==> config.mk <==
export PLATFORM = sky130hd
export DESIGN_NAME = lct_merge
export DESIGN_NICKNAME = d
export VERILOG_FILES = /design/src/hw/rtl/lct_pkg.sv /design/src/hw/rtl/lct_merge.sv
export SDC_FILE = /design/constraint.sdc
export NUM_CORES = 1
export LEC_CHECK = 0
export ABC_AREA = 1
export BUFFER_PORTS_ARGS = -buffer_cell sky130_fd_sc_hd__buf_2
export CAP_MARGIN = 20
export CORE_MARGIN = 1.5
export CORE_UTILIZATION = 35
export CTS_CLUSTER_SIZE = 40
export DETAILED_ROUTE_END_ITERATION = 8
export SYNTH_ARGS = -nofsm -noshare
export SYNTH_HDL_FRONTEND = slang
export SYNTH_SLANG_ARGS = --single-unit
==> constraint.sdc <==
create_clock -name i_clk -period 8.32 [get_ports i_clk]
set_input_delay 1.664 -clock i_clk [delete_from_list [all_inputs] [get_ports i_clk]]
set_output_delay 1.664 -clock i_clk [all_outputs]
set_load 0.1 [all_outputs]
==> src/hw/rtl/lct_pkg.sv <==
`timescale 1ns / 1ps
// ----------------------------------------------------------------------------
// lct_pkg
// Shared widths, codes and control types of the load cell tare and scale block.
// ----------------------------------------------------------------------------
package lct_pkg;

    localparam int FIELD_CORNERS = 4;
    localparam int RAW_W         = 24;
    localparam int SCALE_W       = 32;
    localparam int WEIGHT_W      = 32;
    localparam int TOTAL_W       = 34;
    localparam int DIFF_W        = RAW_W + 1;
    localparam int PROD_W        = DIFF_W + SCALE_W;
    localparam int FRAC_SHIFT    = 14;
    localparam int SH_W          = PROD_W - FRAC_SHIFT;
    localparam int REM_W         = 8;
    localparam int OP_W          = 2;
    localparam int IDX_W         = 2;
    localparam int CFG_IDX_W     = 2;

    localparam int IN_TDATA_W    = 128;
    localparam int OUT_TDATA_W   = 264;

    // lane pipeline depth, plus one output stage in the merge
    localparam int LANE_D        = 7;
    localparam int PIPE_D        = LANE_D + 1;

    localparam int NUM_CORNERS_DEF    = 4;
    localparam int TARE_SAMPLES_DEF   = 20;
    localparam int DEFAULT_OFFSET_DEF = 0;

    localparam logic [SCALE_W-1:0] SCALE_RESET = 32'h4000_0000;

    localparam logic [OP_W-1:0] OP_FRAME = 2'd0;
    localparam logic [OP_W-1:0] OP_TARE  = 2'd1;
    localparam logic [OP_W-1:0] OP_LOAD  = 2'd2;

    localparam logic [CFG_IDX_W-1:0] REG_SCALE0 = 2'd0;
    localparam logic [CFG_IDX_W-1:0] REG_SCALE1 = 2'd1;
    localparam logic [CFG_IDX_W-1:0] REG_SCALE2 = 2'd2;
    localparam logic [CFG_IDX_W-1:0] REG_SCALE3 = 2'd3;

    typedef struct packed {
        logic              frame;
        logic              accum;
        logic              clear;
        logic              fin;
        logic              load;
        logic [LANE_D-1:0] adv;
    } t_lane_ctl;

    typedef struct packed {
        logic busy;
        logic seen;
    } t_status;

endpackage

==> src/hw/rtl/lct_merge.sv <==
`timescale 1ns / 1ps
// ----------------------------------------------------------------------------
// lct_merge
// Sums the corner weights and holds the result beat in the output register.
// ----------------------------------------------------------------------------
module lct_merge (
    input  logic                                   i_clk,
    input  logic                                   i_load,
    input  logic [lct_pkg::RAW_W-1:0]              i_raw    [lct_pkg::FIELD_CORNERS],
    input  logic [lct_pkg::WEIGHT_W-1:0]           i_weight [lct_pkg::FIELD_CORNERS],
    input  lct_pkg::t_status                       i_status,
    output logic [lct_pkg::OUT_TDATA_W-1:0]        o_tdata
);

    localparam int TOTAL_W = lct_pkg::TOTAL_W;
    localparam int W_W     = lct_pkg::WEIGHT_W;

    logic [TOTAL_W-1:0] total;

    always_comb begin
        total = '0;
        for (int c = 0; c < lct_pkg::FIELD_CORNERS; c++) begin
            total = total + {{(TOTAL_W-W_W){i_weight[c][W_W-1]}}, i_weight[c]};
        end
    end

    always_ff @(posedge i_clk) begin
        if (i_load) begin
            o_tdata <= {4'b0000, i_status.seen, i_status.busy, total,
                        i_weight[3], i_weight[2], i_weight[1], i_weight[0],
                        i_raw[3], i_raw[2], i_raw[1], i_raw[0]};
        end
    end

endmodule

==> results_dict.tcl <==
set metrics [dict create \
    initial_core_util_pct 35.40 \
    htreeDepth 1 \
    async_flop_share_pct 0 \
    root_buffer "clkbuf_16" \
    dp_hpwl_mm 25.05 \
    power.share.clock_pct 23.9 \
    switching_power_mw 2.456 \
    period_needed_ns 3.958 \
    worst_ep_arrival_time_ns 4.29 \
    remaining_drc_errors 0 \
    synth_edf_count 260 \
    p_per_area_nw_per_um2 326.9 \
    ant_nets 0 \
    io_buffer_count 487 \
    max-slew-margin-rel_pct 35.05 \
    first_iter_violations 374 \
    hold_path.class "input port to flop" \
    p_comb_share_pct 44.0 \
    synth_area_leader_cell "edfxtp_1" \
    outcome "finished clean" \
    cts_setup_buffers 0 \
    tightest_slew_ns 0.9743 \
    rsz0062_at_grt "false" \
    startpoint "i_weight[1]" \
    p_int_mw 2.824 \
    synth.area.top_cells "edfxtp_1 64%, fa_1 11%, inv_1 9.0%" \
    ys_types 19 \
    setup_tns_ns 0 \
    vias 8527 \
    cts_tree "built" \
    grt_pass1_vias 8479 \
    finalSetupViolCount 0 \
    cts_sinks 260 \
    clk_path_buf_depth 3 \
    row_count 68 \
    worstSetupEndpoint "o_tdata[257]" \
    overflow 0 \
    cts_resized 0 \
    postLayoutSetupSlackWorst_ns 4.362 \
    cap_violations 0 \
    routed_wl_mm 31.74 \
    switching_share_pct 46.52 \
    wl_per_cell_microns 15.74 \
    io-pin-count 492 \
    worstSetupPathType "input port to flop" \
    grt_pass1_wl_mm 46.67 \
    area_growth_syn_to_layout_pct 32.43 \
    synthesis.area_sq_um 12200 \
    yosys_warnings 0 \
    cts.clk_slew.worst_paths_ns 0.06 \
    p_leak_nw 8.137 \
    track_usage_pct 17.06 \
    drv_slew 0 \
    numCtsBuffers 30 \
    whs_ns 1.255 \
    whs_path_depth 1 \
    largest_register_ffs 260 \
    core-area_sq_um 34460 \
    critical_path.cell_chain "buf_2, fa_1, fa_1, ha_1, fa_1, nand2_1, nand2_1, nand3_1, nand2_2, nand2_1, nand2_2, nand2_1, nand2_1, nand2_1, nand2_1" \
    avgSynthCellArea_sq_um 11.97 \
    yosysTopAreaCellShare_pct 64.01 \
    yosys-top-cells-count "291 x inv_1, 260 x edfxtp_1, 249 x nand2_1" \
    die_h_microns 189.7 \
    ys_ff_latch 260 \
    max_freq_mhz 252.7 \
    grt_max_degree 151 \
    die_x_microns 189.7 \
    dpl_cell_area_sq_um 15210 \
    top_register "o_tdata" \
    fillers 3275 \
    die_area_sq_um 35980 \
    crit_top_cell "nand2_1" \
    reg_top3 "o_tdata (260)" \
    slowest_stage "fa_1" \
    power_frac_seq_pct 32.1 \
    multi_input_area_sq_um 3278 \
    crit_required_ns 8.65 \
    power.total_mw 5.280 \
    final_nets 1864 \
    final_cell_area_sq_um 16150 \
    first_pass_iters 5 \
    drive_gt1_share_pct 34.38 \
    yosysSeqAreaShare_pct 64.01 \
    synth_ff_type "edfxtp_1" \
    gp_congestion 0.8632 \
    register_area_sq_um 7807 \
    peakVddDrop_mv 0.2109 \
    dp_slack_ns 3.789 \
    max_stage_delay_ns 0.55 \
    vias_per_cell 4.230 \
    post-route-period-util_pct 47.57 \
    antenna_found_initial 3 \
    yosysMostFrequentCell "inv_1" \
    hold_buffers 0 \
    endpoint_kind "flop" \
    postSynthCellCount 1019 \
    crit_fanout 3 \
    start_kind "input port" \
    hold_viol 0 \
]
-- metrics by stage --
step | utilization (%) | instances
final | 46.87 | 2016
after global routing | 46.87 | 2015
after CTS | 46.86 | 2014
after detailed placement | 44.15 | 1961
after global placement | 44.15 | 1961
after floorplan | - | 1022
-- power groups by stage --
stage                     registers (mW)  clock network [mW]  logic, mW
after floorplan                     2.92                   0      0.649
after global placement              1.72                   0       2.34
after detailed placement            1.72                   0       2.34
after CTS                           1.70                1.30       2.35
after global routing                1.71                1.35       2.49
final                               1.70                1.26       2.32
-- worst min-delay path by stage --
| stage | from | to | slack [ns] |
|---|---|---|---|
| 2_1_floorplan | i_raw[72] | o_tdata[0] | 1.76 |
| 6_report | i_raw[30] | o_tdata[54] | 1.26 |
| 3_5_place_dp | i_raw[50] | o_tdata[26] | 1.84 |
| 4_1_cts | i_raw[59] | o_tdata[35] | 1.23 |
| 5_1_grt | i_raw[50] | o_tdata[26] | 1.23 |
| 3_3_place_gp | i_raw[41] | o_tdata[65] | 1.84 |
-- area by class of cell --
type                            count  share of cell area, %
Multi-Input combinational cell    467                  20.30
Clock buffer                       39                  4.857
Timing Repair Buffer              488                  15.28
Tap cell                          455                  3.525
Sequential cell                   260                  48.34
Antenna cell                        2                0.03099
Inverter                          291                  6.763
Clock inverter                     14                 0.9141
-- critical path: cells and delay by family --
| kind | cells | cell delay, ns |
|---|---|---|
| buf+inv | 1 | 0.11 |
| simple gates | 10 | 0.79 |
| fa+ha+maj | 4 | 1.70 |
-- placed cells by master, fill, tap and decap left out, types with 6 or more instances in the layout --
cell type / synthesis / routed
a21oi_1: 20 / 20
buf_2: 0 / 486
clkbuf_1: 0 / 9
clkbuf_16: 0 / 30
clkinv_2: 0 / 6
edfxtp_1: 260 / 260
fa_1: 65 / 65
ha_1: 33 / 33
inv_1: 291 / 291
nand2_1: 249 / 249
nand2_2: 6 / 6
nand3_1: 24 / 24
nor2_1: 39 / 39
xor2_1: 15 / 15
-- logic make-up after synthesis --
group	synth area share [%]
simple gates	10.61
buf+inv	9.202
flops	64.01
fa+ha+maj	14.05
compound gates	0.9439
xor+xnor	1.149
other cells	0.03075
-- routing by layer --
metal | global-route usage [%] | routed length, microns | vias up
li1 | - | - | 4197
met1 | 19.84 | 12370 | 3988
met2 | 30.23 | 15870 | 299
met5 | 0 | 0 | -
met4 | 4.823 | 843 | 0
met3 | 5.276 | 2654 | 43
Power figures use the tool's default switching activity.
