## src/hw/rtl/lct_pkg.sv

```systemverilog
`timescale 1ns / 1ps
// ----------------------------------------------------------------------------
// lct_pkg
// Shared widths, codes and control types of the load cell tare and scale block.
// ----------------------------------------------------------------------------
package lct_pkg;

    localparam int FIELD_CORNERS = 4;
    localparam int RAW_W         = 24;
    localparam int SCALE_W       = 32;
    localparam int WEIGHT_W      = 32;
    localparam int TOTAL_W       = 34;
    localparam int DIFF_W        = RAW_W + 1;
    localparam int PROD_W        = DIFF_W + SCALE_W;
    localparam int FRAC_SHIFT    = 14;
    localparam int SH_W          = PROD_W - FRAC_SHIFT;
    localparam int REM_W         = 8;
    localparam int OP_W          = 2;
    localparam int IDX_W         = 2;
    localparam int CFG_IDX_W     = 2;

    localparam int IN_TDATA_W    = 128;
    localparam int OUT_TDATA_W   = 264;

    // lane pipeline depth, plus one output stage in the merge
    localparam int LANE_D        = 7;
    localparam int PIPE_D        = LANE_D + 1;

    localparam int NUM_CORNERS_DEF    = 4;
    localparam int TARE_SAMPLES_DEF   = 20;
    localparam int DEFAULT_OFFSET_DEF = 0;

    localparam logic [SCALE_W-1:0] SCALE_RESET = 32'h4000_0000;

    localparam logic [OP_W-1:0] OP_FRAME = 2'd0;
    localparam logic [OP_W-1:0] OP_TARE  = 2'd1;
    localparam logic [OP_W-1:0] OP_LOAD  = 2'd2;

    localparam logic [CFG_IDX_W-1:0] REG_SCALE0 = 2'd0;
    localparam logic [CFG_IDX_W-1:0] REG_SCALE1 = 2'd1;
    localparam logic [CFG_IDX_W-1:0] REG_SCALE2 = 2'd2;
    localparam logic [CFG_IDX_W-1:0] REG_SCALE3 = 2'd3;

    typedef struct packed {
        logic              frame;
        logic              accum;
        logic              clear;
        logic              fin;
        logic              load;
        logic [LANE_D-1:0] adv;
    } t_lane_ctl;

    typedef struct packed {
        logic busy;
        logic seen;
    } t_status;

endpackage

```

## src/hw/rtl/lct_lane.sv

```systemverilog
`timescale 1ns / 1ps
// ----------------------------------------------------------------------------
// lct_lane
// One corner: raw store, tare accumulator and divide, offset store, weight.
// ----------------------------------------------------------------------------
module lct_lane #(
    parameter int TARE_SAMPLES   = lct_pkg::TARE_SAMPLES_DEF,
    parameter int DEFAULT_OFFSET = lct_pkg::DEFAULT_OFFSET_DEF
) (
    input  logic                                 i_clk,
    input  logic                                 i_rst_n,
    input  lct_pkg::t_lane_ctl                   i_ctl,
    input  logic signed [lct_pkg::RAW_W-1:0]     i_sample,
    input  logic signed [lct_pkg::RAW_W-1:0]     i_load_value,
    input  logic signed [lct_pkg::SCALE_W-1:0]   i_scale,
    output logic signed [lct_pkg::RAW_W-1:0]     o_raw,
    output logic signed [lct_pkg::WEIGHT_W-1:0]  o_weight
);

    localparam int RAW_W  = lct_pkg::RAW_W;
    localparam int ACC_W  = RAW_W + $clog2(TARE_SAMPLES + 1);
    localparam int MAG_W  = ACC_W - 1;
    localparam int PRD_W  = 2 * MAG_W + 1;
    localparam logic [MAG_W:0] RECIP = (MAG_W + 1)'((64'd1 << MAG_W) / TARE_SAMPLES);
    localparam logic [MAG_W-1:0] DIVISOR = MAG_W'(TARE_SAMPLES);

    logic signed [RAW_W-1:0]  r_raw_store;
    logic signed [ACC_W-1:0]  r_acc;
    logic signed [RAW_W-1:0]  r_offset;

    logic signed [ACC_W-1:0]  n_acc;
    logic signed [ACC_W-1:0]  acc_neg;
    logic [MAG_W-1:0]         acc_mag;
    logic signed [RAW_W-1:0]  raw_now;

    // stage 1
    logic signed [RAW_W-1:0]  r_p1_raw;
    logic [MAG_W-1:0]         r_p1_mag;
    logic                     r_p1_neg;
    logic                     r_p1_fin;
    logic                     r_p1_load;
    logic signed [RAW_W-1:0]  r_p1_ldv;
    // stage 2
    logic signed [RAW_W-1:0]  r_p2_raw;
    logic [MAG_W-1:0]         r_p2_mag;
    logic                     r_p2_neg;
    logic                     r_p2_fin;
    logic                     r_p2_load;
    logic signed [RAW_W-1:0]  r_p2_ldv;
    logic [PRD_W-1:0]         r_p2_prod;
    // stage 3
    logic signed [RAW_W-1:0]  r_p3_raw;
    logic [MAG_W-1:0]         r_p3_mag;
    logic                     r_p3_neg;
    logic                     r_p3_fin;
    logic                     r_p3_load;
    logic signed [RAW_W-1:0]  r_p3_ldv;
    logic [MAG_W-1:0]         r_p3_q0;
    logic [MAG_W-1:0]         r_p3_q0d;
    // stages 4 to 6
    logic signed [RAW_W-1:0]             r_p4_raw;
    logic signed [RAW_W-1:0]             r_p5_raw;
    logic signed [lct_pkg::DIFF_W-1:0]   r_p5_diff;
    logic signed [RAW_W-1:0]             r_p6_raw;
    logic signed [lct_pkg::PROD_W-1:0]   r_p6_prod;

    logic [MAG_W-1:0]         q0;
    logic [MAG_W-1:0]         rem;
    logic [MAG_W-1:0]         quo;
    logic [MAG_W-1:0]         quo_s;
    logic [lct_pkg::SH_W-1:0] sh;
    logic                     ovf;
    logic signed [lct_pkg::WEIGHT_W-1:0] sat;

    assign n_acc   = r_acc + ACC_W'(i_sample);
    assign acc_neg = -n_acc;
    assign acc_mag = n_acc[ACC_W-1] ? acc_neg[MAG_W-1:0] : n_acc[MAG_W-1:0];
    assign raw_now = i_ctl.frame ? i_sample : r_raw_store;

    always_ff @(posedge i_clk) begin
        if (!i_rst_n) begin
            r_raw_store <= '0;
            r_acc       <= '0;
        end else if (i_ctl.adv[0]) begin
            if (i_ctl.frame) begin
                r_raw_store <= i_sample;
            end
            if (i_ctl.clear) begin
                r_acc <= '0;
            end else if (i_ctl.accum) begin
                r_acc <= n_acc;
            end
        end
    end

    always_ff @(posedge i_clk) begin
        if (i_ctl.adv[0]) begin
            r_p1_raw  <= raw_now;
            r_p1_mag  <= acc_mag;
            r_p1_neg  <= n_acc[ACC_W-1];
            r_p1_fin  <= i_ctl.fin;
            r_p1_load <= i_ctl.load;
            r_p1_ldv  <= i_load_value;
        end
        // reciprocal estimate of the tare mean, low by at most one
        if (i_ctl.adv[1]) begin
            r_p2_raw  <= r_p1_raw;
            r_p2_mag  <= r_p1_mag;
            r_p2_neg  <= r_p1_neg;
            r_p2_fin  <= r_p1_fin;
            r_p2_load <= r_p1_load;
            r_p2_ldv  <= r_p1_ldv;
            r_p2_prod <= PRD_W'(r_p1_mag) * PRD_W'(RECIP);
        end
        if (i_ctl.adv[2]) begin
            r_p3_raw  <= r_p2_raw;
            r_p3_mag  <= r_p2_mag;
            r_p3_neg  <= r_p2_neg;
            r_p3_fin  <= r_p2_fin;
            r_p3_load <= r_p2_load;
            r_p3_ldv  <= r_p2_ldv;
            r_p3_q0   <= q0;
            r_p3_q0d  <= q0 * DIVISOR;
        end
        if (i_ctl.adv[3]) begin
            r_p4_raw <= r_p3_raw;
        end
        // offset already holds this beat's update here
        if (i_ctl.adv[4]) begin
            r_p5_raw  <= r_p4_raw;
            r_p5_diff <= lct_pkg::DIFF_W'(r_p4_raw) - lct_pkg::DIFF_W'(r_offset);
        end
        if (i_ctl.adv[5]) begin
            r_p6_raw  <= r_p5_raw;
            r_p6_prod <= r_p5_diff * i_scale;
        end
        if (i_ctl.adv[6]) begin
            o_raw    <= r_p6_raw;
            o_weight <= sat;
        end
    end

    assign q0    = r_p2_prod[2*MAG_W-1:MAG_W];
    assign rem   = r_p3_mag - r_p3_q0d;
    assign quo   = r_p3_q0 + MAG_W'(rem >= DIVISOR);
    assign quo_s = r_p3_neg ? (~quo + 1'b1) : quo;

    always_ff @(posedge i_clk) begin
        if (!i_rst_n) begin
            r_offset <= RAW_W'(DEFAULT_OFFSET);
        end else if (i_ctl.adv[3]) begin
            if (r_p3_fin) begin
                r_offset <= quo_s[RAW_W-1:0];
            end else if (r_p3_load) begin
                r_offset <= r_p3_ldv;
            end
        end
    end

    // floor shift is the plain arithmetic drop of the low bits
    assign sh  = r_p6_prod[lct_pkg::PROD_W-1:lct_pkg::FRAC_SHIFT];
    assign ovf = !((&sh[lct_pkg::SH_W-1:lct_pkg::WEIGHT_W-1]) ||
                   !(|sh[lct_pkg::SH_W-1:lct_pkg::WEIGHT_W-1]));

    always_comb begin
        if (ovf) begin
            sat = sh[lct_pkg::SH_W-1] ? {1'b1, {(lct_pkg::WEIGHT_W-1){1'b0}}}
                                      : {1'b0, {(lct_pkg::WEIGHT_W-1){1'b1}}};
        end else begin
            sat = sh[lct_pkg::WEIGHT_W-1:0];
        end
    end

endmodule

```

## config.mk

```make
export PLATFORM = sky130hd
export DESIGN_NAME = lct_lane
export DESIGN_NICKNAME = d
export VERILOG_FILES = /design/src/hw/rtl/lct_pkg.sv /design/src/hw/rtl/lct_lane.sv
export SDC_FILE = /design/constraint.sdc
export NUM_CORES = 2
export LEC_CHECK = 0
export ABC_AREA = 1
export BUFFER_PORTS_ARGS = -buffer_cell sky130_fd_sc_hd__clkbuf_2
export CAP_MARGIN = 10
export CORE_MARGIN = 4
export CORE_UTILIZATION = 50
export DETAILED_ROUTE_END_ITERATION = 10
export PLACE_DENSITY = 0.66
export REMOVE_ABC_BUFFERS = 1
export SYNTH_ARGS = -nofsm -noshare
export SYNTH_HDL_FRONTEND = slang
export SYNTH_SLANG_ARGS = --single-unit
```

## constraint.sdc

```tcl
create_clock -name i_clk -period 22.8 [get_ports i_clk]
set_clock_uncertainty 0.2 [all_clocks]
set_input_delay 2.28 -clock i_clk [delete_from_list [all_inputs] [get_ports i_clk]]
set_output_delay 2.28 -clock i_clk [all_outputs]
set_load 0.1 [all_outputs]
```

==> flow_summary.ini <==
[floorplan]
core_area_sq_mm = 0.1301
initial_core_util_pct = 50.58
fp.dieH_um = 370.9
fp-row-count = 132
ios = 150
design.die.area_sq_mm = 0.1375
die_w_um = 370.9

[hold_path]
hold_path_class = flip-flop to flip-flop
whs_path_depth = 0
worstHoldEndpoint = r_p2_ldv[1]
min_from = r_p1_ldv[1]

[layout]
nFillCells = 11877
area_growth_pct = 6.848
multiInputGateArea_sq_mm = 0.04135
seq_area_sq_mm = 0.01659
fin_cells = 9016
nets = 8875
final_layout_size_suffix_gt1_share_pct = 4.922

[timing]
slew_viol_final = 0
hold_viol = 0
tightest_slew_ns = 1.062
fmax_mhz = 109.2
final.min_clock_period_ns = 9.160
maxSlewHeadroom_pct = 29.18
tns_ns = 0
setup_viol = 0
rsz0062_at_grt = false
fin_crit_sh_pct = 40.18

[routing]
drtAntennaViolNets = 0
vias = 46773
post_drt_wl_per_cell_um = 19.09
first_pass_iters = 6
wl_um = 172100
drc = 0
drt_iter0_drc = 3423
routed_via_density = 5.188

[outcome]
status = finished clean

[synthesis]
synth_most_common_cell = inv_1
ys_types = 52
synth_commonest_cells = 1,883 x inv_1, 1,503 x nand2_1, 1,057 x fa_1, 503 x ha_1, 501 x edfxtp_1
yosysSeqAreaShare_pct = 25.19
synth-main-ff-cell = edfxtp_1
async_reset_ff_share_pct = 0
ys_ff_latch = 578
syn_area_sq_mm = 0.06583
yosys.area.top_type = fa_1
synth_edf_count = 501
syn_avg_cell_area_sq_um = 9.160
yosys_warnings = 0
syn_inst = 7187
synth_top_area_share_pct = 32.14
synthTopCellsByArea = fa_1 32%, edfxtp_1 23%, inv_1 11%, ha_1 9.6%, nand2_1 8.6%

[clock_tree]
ctsHoldBuffers = 0
post-cts-setup-buffers = 0
clock_sinks = 578
tritoncts = done
clkLatencyLatePin_ns = 0.70
post_cts_resized = 0
clkTransAtPathRegs_ns = 0.06
cts_buffer_depth = 3
htreeDepth = 2
cts_buffers = 61
clockRootBuffer = clkbuf_16

[critical_path]
cpMostUsedCell = fa_1
startpoint_type = input port
r2r-end = r_p6_prod[56]
critPathKind = input port to flip-flop
r2r_cells = 24
arrival_ns = 9.40
crit_chain = clkbuf_2, nand2_1, inv_1, fa_1, fa_1, inv_1, fa_1, inv_1, fa_1, inv_1, fa_1, fa_1, inv_1, fa_1, ha_1, nand2_1, nor3_1, nand2_1, nor4_1, nand3_1, nand2_1, xor2_1
cp_slowest_stage_delay_ns = 0.86
slowest_stage = fa_1
r2r_start = r_p5_diff[24]
end_kind = flip-flop
worst_ep_required_time_ns = 23.04
crit_fanout = 25
r2r_setup_slack_ns = 14.90

[grt]
grt_pass1_vias = 49516
gr-total-overflow = 0
antenna_found_initial = 9
grtUsageTotal_pct = 25.75
grt_max_degree = 77
grt_pass1_wl_um = 274600

[placed_design]
place_inst = 8899
dp_hpwl_um = 140800
routabilityCongestion = 0.9766
portBuffers = 149

[job]
cap_violations = 0
-- logic make-up after synthesis --
| family | after synthesis | synth area share [%] |
|---|---|---|
| buffers and inverters | 2103 | 12.02 |
| DFF | 578 | 25.19 |
| adders and majority gates | 1560 | 41.70 |
| AOI/OAI and AO/OA | 666 | 5.590 |
| and+or+nand+nor | 2083 | 12.80 |
| xor gates and xnor gates | 197 | 2.689 |
-- worst max-delay path: cells and delay by family --
kind	cells	cell delay, ns
xor+xnor	1	0.08
fa+ha+maj	8	4.48
buf+inv	6	1.23
simple gates	7	1.31
-- registers in the layout, summed over array words and instances, names as in the netlist, 22 cells and up --
name	count
r_p2_prod	24
r_p6_raw	24
r_p3_mag	26
r_p1_mag	28
o_raw	24
r_p5_raw	24
r_raw_store	24
r_p3_raw	24
r_p3_ldv	24
r_p1_raw	24
r_p3_q0	22
r_p2_mag	26
r_offset	24
r_p5_diff	25
r_p1_ldv	24
o_weight	32
r_p2_ldv	24
r_acc	29
r_p4_raw	24
r_p2_raw	24
r_p6_prod	43
r_p3_q0d	26
-- per-stage QoR --
step / area, sq um / utilization, % / setup WS (ns) / hold slack [ns]
after floorplan: 65000 / - / 14.38 / 0.2003
after global placement: 68230 / 52.43 / 13.00 / 0.2004
after detailed placement: 68230 / 52.43 / 12.91 / 0.2045
after CTS: 70310 / 54.03 / 13.65 / 0.1287
after global routing: 70340 / 54.05 / 13.22 / 0.1531
final: 70340 / 54.05 / 13.64 / 0.1400
-- worst max-delay path by stage --
| stage | start | end | slack, ns |
|---|---|---|---|
| 4_1_cts | i_scale[31] | r_p6_prod[55] | 13.65 |
| 3_5_place_dp | i_scale[31] | r_p6_prod[55] | 12.91 |
| 6_report | i_scale[31] | r_p6_prod[55] | 13.64 |
| 2_1_floorplan | i_scale[31] | r_p6_prod[55] | 14.38 |
| 5_1_grt | i_scale[31] | r_p6_prod[55] | 13.22 |
| 3_3_place_gp | i_scale[31] | r_p6_prod[55] | 13.00 |
-- metal layers --
layer  vias to the layer above  wire length, um  track usage, %
li1                      21759                -               -
met4                         2             6514           8.840
met1                     23096            70230           33.58
met5                         -               13               0
met2                      1586            83780           44.21
met3                       330            11610           3.655
-- cell usage in the layout, fill, tap and decap left out, types with 14 or more instances in the layout --
cell / count
inv_1: 1882
nand2_1: 1503
fa_1: 1057
ha_1: 503
edfxtp_1: 501
a21oi_1: 319
nor2_1: 302
o21ai_0: 196
clkbuf_2: 145
xor2_1: 115
nand3_1: 113
dfxtp_1: 77
xnor2_1: 76
clkbuf_16: 61
nand4_1: 49
buf_4: 40
a31oi_1: 31
nor3_1: 30
a21o_1: 29
nor4_1: 19
o21bai_1: 14
o211ai_1: 14
-- area by class of cell --
cell class	instances	share of cell area (%)
multi-input cells	4506	58.79
inverters	1888	10.07
clock buffers	80	2.357
well taps	1742	3.099
flip-flops and latches	578	23.58
repair buffers	186	1.498
clock inverters	35	0.6012
diodes	1	0.003558
Power is not shown: default switching activity piles up to over one toggle a cycle in this logic, so the estimate is an artifact.
